==> src/sv/dnq_pkg.sv <==
// Shared constants and types for the DNS query name extractor.
`default_nettype none
package dnq_pkg;

	localparam int BUFFER_BYTES = 512;
	localparam int POS_W        = $clog2(BUFFER_BYTES + 1);

	localparam logic [POS_W-1:0] BUF_LIMIT = POS_W'(BUFFER_BYTES);
	localparam logic [POS_W-1:0] HDR_BYTES = POS_W'(12);
	localparam logic [POS_W-1:0] POS_FLAGS = POS_W'(2);
	localparam logic [POS_W-1:0] POS_QDHI  = POS_W'(4);
	localparam logic [POS_W-1:0] POS_QDLO  = POS_W'(5);
	localparam logic [POS_W-1:0] POS_HLAST = POS_W'(11);

	localparam logic [7:0] MAX_LABEL = 8'd63;
	localparam logic [8:0] LEN_MAX   = 9'd511;
	localparam logic [7:0] DOT_CHAR  = 8'd46;

	localparam logic [2:0] V_OK       = 3'd0;
	localparam logic [2:0] V_SHORT    = 3'd1;
	localparam logic [2:0] V_NOTSTD   = 3'd2;
	localparam logic [2:0] V_NOQ      = 3'd3;
	localparam logic [2:0] V_BADLABEL = 3'd4;
	localparam logic [2:0] V_EMPTY    = 3'd5;

	localparam logic RK_CHAR    = 1'b0;
	localparam logic RK_VERDICT = 1'b1;

	localparam int FIFO_DEPTH = 4;
	localparam int FIFO_AW    = $clog2(FIFO_DEPTH);
	localparam int FIFO_CW    = $clog2(FIFO_DEPTH + 1);

	typedef enum logic [3:0] {
		PH_HEADER = 4'b0001,
		PH_LENGTH = 4'b0010,
		PH_LABEL  = 4'b0100,
		PH_DONE   = 4'b1000
	} phase_t;

	typedef struct packed {
		logic       result_kind;
		logic [7:0] name_char;
		logic [2:0] verdict;
		logic [8:0] name_length;
		logic       end_of_run;
	} result_t;

endpackage
`default_nettype wire

==> src/sv/dnq_if.sv <==
// Valid/ready channel interfaces for packet bytes and extracted results.
`default_nettype none
interface dnq_byte_if;
	logic       valid;
	logic       ready;
	logic [7:0] data_byte;
	logic       last_byte;

	modport source (output valid, output data_byte, output last_byte, input ready);
	modport sink   (input valid, input data_byte, input last_byte, output ready);
endinterface

interface dnq_result_if;
	logic       valid;
	logic       ready;
	logic       result_kind;
	logic [7:0] name_char;
	logic [2:0] verdict;
	logic [8:0] name_length;
	logic       end_of_run;

	modport source (output valid, output result_kind, output name_char, output verdict,
		output name_length, output end_of_run, input ready);
	modport sink   (input valid, input result_kind, input name_char, input verdict,
		input name_length, input end_of_run, output ready);
endinterface
`default_nettype wire

==> src/sv/dns_query_name_extractor.sv <==
// DNS query name extractor: header check, first question name walk and verdict.
//
// Usage: packet bytes enter on pkt, one per transfer, last_byte on the final
// byte. Results leave on res: a lower-cased name character or dot (result_kind
// 0), and on the last byte a verdict with the name length (result_kind 1,
// end_of_run 1). One byte yields at most a character and a verdict.
// A result is registered in the result queue before it is offered on res.
// Throughput: one byte per cycle while results are taken as fast as they
// come; a byte that yields two results pushes both at once, the extra one
// absorbed by a four-entry result queue.
// pkt.ready is high while the queue has room for two results, so a stalled
// receiver holds results in the queue and then stops byte transfers.
// Reset empties the queue and returns the parser to the header phase;
// the parser also returns there after every last byte.
// Bytes beyond the first 512 of a packet are not parsed.
`default_nettype none
module dns_query_name_extractor (
	input  wire           clk,
	input  wire           arst_n,
	dnq_byte_if.sink      pkt,
	dnq_result_if.source  res
);

	logic [dnq_pkg::POS_W-1:0] pos_q, pos_d;
	dnq_pkg::phase_t           phase_q, phase_d;
	logic [5:0]                left_q, left_d;
	logic [8:0]                chars_q, chars_d;
	logic [2:0]                err_q, err_d;
	logic [7:0]                cnthi_q, cnthi_d;
	logic                      seen_q, seen_d;

	logic       accept;
	logic       ch_valid;
	logic [7:0] ch_val;
	logic [7:0] b;
	logic [2:0] verdict_v;

	dnq_pkg::result_t                fifo_q [dnq_pkg::FIFO_DEPTH];
	logic [dnq_pkg::FIFO_AW-1:0]     wr_ptr_q, rd_ptr_q;
	logic [dnq_pkg::FIFO_CW-1:0]     count_q;
	dnq_pkg::result_t                ent0, ent1;
	logic [1:0]                      n_push;
	logic                            pop;

	assign b      = pkt.data_byte;
	assign accept = pkt.valid && pkt.ready;

	always_comb begin
		pos_d    = pos_q;
		phase_d  = phase_q;
		left_d   = left_q;
		err_d    = err_q;
		cnthi_d  = cnthi_q;
		seen_d   = seen_q;
		ch_valid = 1'b0;
		ch_val   = dnq_pkg::DOT_CHAR;
		if (pos_q < dnq_pkg::BUF_LIMIT) begin
			pos_d = pos_q + 1'b1;
			case (phase_q)
				dnq_pkg::PH_HEADER: begin
					if (pos_q == dnq_pkg::POS_FLAGS && b[7:3] != 5'd0 && err_d == dnq_pkg::V_OK)
						err_d = dnq_pkg::V_NOTSTD;
					if (pos_q == dnq_pkg::POS_QDHI)
						cnthi_d = b;
					if (pos_q == dnq_pkg::POS_QDLO && cnthi_q == 8'd0 && b == 8'd0 &&
						err_d == dnq_pkg::V_OK)
						err_d = dnq_pkg::V_NOQ;
					if (pos_q == dnq_pkg::POS_HLAST)
						phase_d = (err_d != dnq_pkg::V_OK) ? dnq_pkg::PH_DONE : dnq_pkg::PH_LENGTH;
				end
				dnq_pkg::PH_LENGTH: begin
					if (b == 8'd0) begin
						phase_d = dnq_pkg::PH_DONE;
					end else if (b > dnq_pkg::MAX_LABEL) begin
						if (err_d == dnq_pkg::V_OK)
							err_d = dnq_pkg::V_BADLABEL;
						phase_d = dnq_pkg::PH_DONE;
					end else begin
						ch_valid = seen_q && !pkt.last_byte;
						ch_val   = dnq_pkg::DOT_CHAR;
						seen_d   = 1'b1;
						left_d   = b[5:0];
						phase_d  = dnq_pkg::PH_LABEL;
					end
				end
				dnq_pkg::PH_LABEL: begin
					ch_valid = 1'b1;
					ch_val   = (b inside {[8'd65:8'd90]}) ? (b + 8'd32) : b;
					if (left_q != 6'd0)
						left_d = left_q - 6'd1;
					if (left_d == 6'd0)
						phase_d = dnq_pkg::PH_LENGTH;
				end
				default: begin
				end
			endcase
		end
		chars_d = (ch_valid && chars_q != dnq_pkg::LEN_MAX) ? chars_q + 9'd1 : chars_q;

		if (pos_d < dnq_pkg::HDR_BYTES)
			verdict_v = dnq_pkg::V_SHORT;
		else if (err_d != dnq_pkg::V_OK)
			verdict_v = err_d;
		else if (phase_d == dnq_pkg::PH_LABEL && left_d != 6'd0)
			verdict_v = dnq_pkg::V_BADLABEL;
		else if (chars_d == 9'd0)
			verdict_v = dnq_pkg::V_EMPTY;
		else
			verdict_v = dnq_pkg::V_OK;
	end

	always_comb begin
		dnq_pkg::result_t c_res, v_res;
		c_res.result_kind = dnq_pkg::RK_CHAR;
		c_res.name_char   = ch_val;
		c_res.verdict     = dnq_pkg::V_OK;
		c_res.name_length = 9'd0;
		c_res.end_of_run  = 1'b0;
		v_res.result_kind = dnq_pkg::RK_VERDICT;
		v_res.name_char   = 8'd0;
		v_res.verdict     = verdict_v;
		v_res.name_length = chars_d;
		v_res.end_of_run  = 1'b1;
		ent0   = ch_valid ? c_res : v_res;
		ent1   = v_res;
		n_push = accept ? ({1'b0, ch_valid} + {1'b0, pkt.last_byte}) : 2'd0;
	end

	always_ff @(posedge clk or negedge arst_n) begin
		if (!arst_n) begin
			pos_q   <= '0;
			phase_q <= dnq_pkg::PH_HEADER;
			left_q  <= '0;
			chars_q <= '0;
			err_q   <= dnq_pkg::V_OK;
			cnthi_q <= '0;
			seen_q  <= 1'b0;
		end else if (accept) begin
			if (pkt.last_byte) begin
				pos_q   <= '0;
				phase_q <= dnq_pkg::PH_HEADER;
				left_q  <= '0;
				chars_q <= '0;
				err_q   <= dnq_pkg::V_OK;
				cnthi_q <= '0;
				seen_q  <= 1'b0;
			end else begin
				pos_q   <= pos_d;
				phase_q <= phase_d;
				left_q  <= left_d;
				chars_q <= chars_d;
				err_q   <= err_d;
				cnthi_q <= cnthi_d;
				seen_q  <= seen_d;
			end
		end
	end

	// Result queue
	assign pop       = res.valid && res.ready;
	assign pkt.ready = (count_q <= dnq_pkg::FIFO_CW'(dnq_pkg::FIFO_DEPTH - 2));

	always_ff @(posedge clk) begin
		if (n_push != 2'd0)
			fifo_q[wr_ptr_q] <= ent0;
		if (n_push == 2'd2)
			fifo_q[wr_ptr_q + 1'b1] <= ent1;
	end

	always_ff @(posedge clk or negedge arst_n) begin
		if (!arst_n) begin
			wr_ptr_q <= '0;
			rd_ptr_q <= '0;
			count_q  <= '0;
		end else begin
			wr_ptr_q <= wr_ptr_q + dnq_pkg::FIFO_AW'(n_push);
			if (pop)
				rd_ptr_q <= rd_ptr_q + 1'b1;
			count_q <= count_q + dnq_pkg::FIFO_CW'(n_push) - dnq_pkg::FIFO_CW'(pop);
		end
	end

	assign res.valid       = (count_q != '0);
	assign res.result_kind = fifo_q[rd_ptr_q].result_kind;
	assign res.name_char   = fifo_q[rd_ptr_q].name_char;
	assign res.verdict     = fifo_q[rd_ptr_q].verdict;
	assign res.name_length = fifo_q[rd_ptr_q].name_length;
	assign res.end_of_run  = fifo_q[rd_ptr_q].end_of_run;

	a_count_bound: assert property (@(posedge clk) disable iff (!arst_n)
		count_q <= dnq_pkg::FIFO_CW'(dnq_pkg::FIFO_DEPTH))
		else $error("result queue overfilled");

	a_last_resets: assert property (@(posedge clk) disable iff (!arst_n)
		accept && pkt.last_byte |=> pos_q == '0 && chars_q == '0 && err_q == dnq_pkg::V_OK)
		else $error("parser state not cleared after last byte");

	a_last_pushes_verdict: assert property (@(posedge clk) disable iff (!arst_n)
		accept && pkt.last_byte |=> count_q != '0)
		else $error("verdict not queued");

endmodule
`default_nettype wire
==> src/flat_wrapper.sv <==
// flat-port wrapper written by rule: the top's interface ports become plain ports
module dns_query_name_extractor_flat 
  (clk, arst_n, pkt_valid, pkt_data_byte, pkt_last_byte, pkt_ready, res_valid, res_result_kind, res_name_char, res_verdict, res_name_length, res_end_of_run, res_ready);
  dnq_byte_if pkt_i ();
  dnq_result_if res_i ();
  input  wire clk;
  input  wire arst_n;
  input wire logic [$bits(pkt_i.valid)-1:0] pkt_valid;
  input wire logic [$bits(pkt_i.data_byte)-1:0] pkt_data_byte;
  input wire logic [$bits(pkt_i.last_byte)-1:0] pkt_last_byte;
  output wire logic [$bits(pkt_i.ready)-1:0] pkt_ready;
  output wire logic [$bits(res_i.valid)-1:0] res_valid;
  output wire logic [$bits(res_i.result_kind)-1:0] res_result_kind;
  output wire logic [$bits(res_i.name_char)-1:0] res_name_char;
  output wire logic [$bits(res_i.verdict)-1:0] res_verdict;
  output wire logic [$bits(res_i.name_length)-1:0] res_name_length;
  output wire logic [$bits(res_i.end_of_run)-1:0] res_end_of_run;
  input wire logic [$bits(res_i.ready)-1:0] res_ready;
  assign pkt_i.valid = pkt_valid;
  assign pkt_i.data_byte = pkt_data_byte;
  assign pkt_i.last_byte = pkt_last_byte;
  assign pkt_ready = pkt_i.ready;
  assign res_valid = res_i.valid;
  assign res_result_kind = res_i.result_kind;
  assign res_name_char = res_i.name_char;
  assign res_verdict = res_i.verdict;
  assign res_name_length = res_i.name_length;
  assign res_end_of_run = res_i.end_of_run;
  assign res_i.ready = res_ready;
  dns_query_name_extractor u_core (.clk(clk), .arst_n(arst_n), .pkt(pkt_i), .res(res_i));
endmodule
==> config.mk <==
export PLATFORM = sky130hd
export DESIGN_NAME = dns_query_name_extractor_flat
export DESIGN_NICKNAME = d
export VERILOG_FILES = /design/src/sv/dnq_pkg.sv /design/src/sv/dnq_if.sv /design/src/sv/dns_query_name_extractor.sv /design/src/flat_wrapper.sv
export SDC_FILE = /design/constraint.sdc
export NUM_CORES = 1
export LEC_CHECK = 0
export BUFFER_PORTS_ARGS = -buffer_cell sky130_fd_sc_hd__buf_2
export CORE_MARGIN = 3
export CORE_UTILIZATION = 46
export CTS_BUF_LIST = sky130_fd_sc_hd__clkbuf_4 sky130_fd_sc_hd__clkbuf_8
export CTS_CLUSTER_DIAMETER = 60
export DETAILED_ROUTE_END_ITERATION = 7
export HOLD_SLACK_MARGIN = 0.12
export RECOVER_POWER = 25
export SYNTH_ARGS = -nofsm -noshare
export SYNTH_HDL_FRONTEND = slang
export SYNTH_SLANG_ARGS = --single-unit
==> constraint.sdc <==
create_clock -name clk -period 5.3 [get_ports clk]
set_clock_uncertainty 0.1 [all_clocks]
set_input_delay 0 -clock clk [delete_from_list [all_inputs] [get_ports clk]]
set_output_delay 0 -clock clk [all_outputs]
set_load 0.01 [all_outputs]
==> results.py <==
metrics = {
    "finish": {
        "multi_input_area_mm2": 0.00365,
        "drive_gt1_share_pct": 15.2,
        "final_cells": 995,
        "syn_to_final_growth_pct": 10.4,
        "final_nets": 800,
        "fin_area_mm2": 0.00807,
        "diodes": 0,
        "num-fill-cells": 1392,
        "seqCellArea_mm2": 0.00336,
    },
    "clocking": {
        "cts-root-buf": "clkbuf_8",
        "h-tree-depth": 4,
        "path_clk_slew_ps": 80,
        "postCtsSetupBuffers": 0,
        "cts_tree": "done",
        "cts_sinks": 132,
        "cts_made_buffers": 17,
        "worstSkewPairLatency_ps": 450,
        "cts.path.max_buffers": 2,
    },
    "yosys": {
        "synth.top_cell.area_share_pct": 19.7,
        "synth_cell_types": 72,
        "yosys.area.top_type": "edfxtp_1",
        "synth_cells": 749,
        "synth_area_leaders": "edfxtp_1, dfrtp_1, dfxtp_1, mux4_2, nand2_1",
        "avgSynthCellArea_um2": 9.76,
        "synth_edf_count": 48,
        "netlist_area_mm2": 0.00731,
        "seq_area_frac_synth_pct": 46.0,
        "async_flop_share_pct": 36.4,
        "synth_ff_type": "edfxtp_1",
        "ys.warnings.count": 0,
        "synth_fp_nets": 778,
        "synth-seq-cells": 132,
    },
    "global_route": {
        "grt_overflow": 0,
        "antenna_found_initial": 0,
        "track_usage_pct": 22.5,
        "first_global_vias": 5725,
        "grt_start_max_net_pins": 49,
        "grt_pass1_wl_mm": 31.1,
    },
    "place": {
        "dpl.hpwl_mm": 13.8,
        "port_buffers": 36,
        "dp_cells": 950,
        "place_congestion": 0.936,
        "placed_area_mm2": 0.00759,
    },
    "job": {
        "cap_violations": 1,
    },
    "critical_path": {
        "startpoint_type": "register",
        "cp-end-kind": "register",
        "required_ps": 5380,
        "critPathMaxFanout": 14,
        "cp.arrival_ps": 4500,
        "r2r_slack_ps": 870,
        "worstSetupPathType": "register to register",
    },
    "sta": {
        "setup_tns_ps": 0,
        "hold_viol": 0,
        "rsz0062_at_grt": "no",
        "fmax_ghz": 0.226,
        "min_period_ps": 4430,
        "slew_headroom_pct": -81.3,
        "report.final.slew_viol_count": 49,
        "fin_crit_sh_pct": 83.6,
        "setup_viol": 0,
        "max_slew.worst_pin.slew_ps": 2720,
    },
    "power_and_ir_drop": {
        "combPwrFrac_pct": 27.1,
        "internal-power_uw": 1880,
        "switchingPower_uw": 1030,
        "finalPower_uw": 2910,
        "p_leak_uw": 0.00304,
        "p_per_area_mw_per_mm2": 361,
        "ir_drop_v": 0.000282,
        "switching_share_pct": 35.5,
        "p_clk_share_pct": 27.7,
        "seqPwrFrac_pct": 45.2,
    },
    "floorplanning": {
        "io-pin-count": 37,
        "dieArea_mm2": 0.0174,
        "num_rows": 45,
        "fp.coreArea_mm2": 0.0154,
        "die_h_um": 132,
        "die-width_um": 132,
        "start_util_pct": 47.5,
    },
    "routing": {
        "vias": 6013,
        "drt-vias-per-instance": 6.04,
        "wl_per_cell_um": 19.7,
        "wl_mm": 19.6,
        "route.detailed.drc": 0,
        "postRouteAntennaNets": 0,
        "drt-initial-drc-count": 584,
        "drtPass1Iterations": 5,
    },
    "status": {
        "violations": "max-capacitance violations, max-slew violations",
        "status": "finished with violations",
    },
    "min_path": {
        "hold_path_class": "primary input to register",
    },
}
[logic make-up after synthesis]
group | synth area share, %
XOR/XNOR | 1.92
multiplexers | 7.72
flip-flops | 46.0
AO/OA/AOI/OAI | 17.5
adder cells (fa/ha/maj) | 2.84
AND/OR/NAND/NOR | 19.9
buffers and inverters | 4.07
[synth_stat cells (9+ instances only)]
cell and n:
a21oi_1 36, xor2_1 9, nand3_1 10, o31ai_1 12, a32o_1 9, a22o_1 16
clkbuf_1 39, mux4_2 21, or2_2 9, ha_1 15, dfrtp_1 47, dfxtp_1 36
nor3_1 21, nor2_1 64, inv_1 19, nand2_1 103, or3_1 9, o21ai_0 72
edfxtp_1 48, or4_1 9, o22ai_1 11
[metrics by stage]
| step | worst slack [ps] | hold slack, ps | utilization, % |
|---|---|---|---|
| 3_5_place_dp | 971 | 52.9 | 49.4 |
| 4_1_cts | 937 | 268 | 52.5 |
| 6_report | 871 | 302 | 52.5 |
| 2_1_floorplan | 1430 | -396 | - |
| 3_3_place_gp | 1110 | 46.0 | 49.4 |
| 5_1_grt | 580 | 291 | 52.5 |
[cell type report]
class | instances | share of cell area [%]
sequential | 132 | 41.7
inverter | 19 | 0.884
timing repair buffer | 57 | 4.47
tap | 211 | 3.27
clock buffer | 17 | 2.90
clock inverter | 15 | 1.57
multi-input combinational | 544 | 45.2
[power by group through the flow]
stage               combinational (uW)  clock, uW  sequential, uW
CTS                                801        818            1310
global route                       871        869            1330
global placement                   782          0            1320
finish                             788        807            1310
detailed placement                 792          0            1330
floorplan                          651          0            1230
[layout by cell type, fill, tap and decap left out, types with 6 or more instances in the layout]
cell           Yosys  routed
nor4_1             7       7
dlygate4sd3_1      0      13
and3_1             8       8
a21oi_1           36      36
or2_2              9       9
o22ai_1           11      11
nor2_1            64      64
or4_1              9       9
xnor2_1            7       7
dfrtp_1           47      47
nand2b_1           8       8
mux4_2            21      21
a32o_1             9       9
edfxtp_1          48      48
nand3_1           10      10
nand2_1          103     103
ha_1              15      15
o31ai_1           12      12
xor2_1             9       9
nor3_1            21      21
o21ai_1            8       8
dfxtp_1           36      36
inv_1             19      19
mux2i_1            8       8
a22o_1            16      16
buf_2              4      34
or3_1              9       9
o21ai_0           72      72
buf_4              1       6
clkbuf_8           0      17
[final timing paths]
kind	cells past startpoint	endpoint	start
min in group asynchronous	4	u_core.rd_ptr_q[1]$_DFFE_PN0P_	arst_n
hold reg to reg	2	u_core.fifo_q[2][0]$_SDFFE_PP1P_	u_core.fifo_q[2][0]$_SDFFE_PP1P_
hold / removal	3	u_core.cnthi_q[1]$_DFFE_PN0P_	pkt_data_byte[1]
setup reg to reg	12	u_core.fifo_q[0][8]$_DFFE_PP_	u_core.chars_q[0]$_DFFE_PN0P_
max in group asynchronous	4	u_core.err_q[0]$_DFFE_PN0P_	arst_n
setup / recovery	12	u_core.fifo_q[0][8]$_DFFE_PP_	u_core.chars_q[0]$_DFFE_PN0P_
[flip-flops by register name (all words and copies together), names as in the netlist]
| register | flops |
|---|---|
| u_core.seen_q | 1 |
| u_core.pos_q | 10 |
| u_core.chars_q | 9 |
| u_core.rd_ptr_q | 2 |
| u_core.count_q | 3 |
| u_core.err_q | 3 |
| u_core.left_q | 6 |
| u_core.wr_ptr_q | 2 |
| u_core.fifo_q | 84 |
| u_core.cnthi_q | 8 |
| u_core.phase_q | 4 |
[critical path, stage by stage, from the launching register on]
cell,delay (ps)
dfrtp_1,530
ha_1,280
and3_1,210
and3_1,210
and3_1,190
ha_1,300
or4b_2,660
a2111oi_2,430
nor2_1,250
nor2_1,340
nand3_1,140
xor2_1,380
o21ai_1,140
[layer usage]
metal	wire [um]	track usage [%]
met3	1290	4.47
met4	276	7.29
met5	0	0
met1	8890	31.6
met2	9150	35.3
[timing repair]
item / CTS / global route
hold buffers: 13 / 0
endpoints found under the hold margin: 127 / 0
resized for setup: 0 / 0
Note: power is estimated with default switching activity, not from simulation.
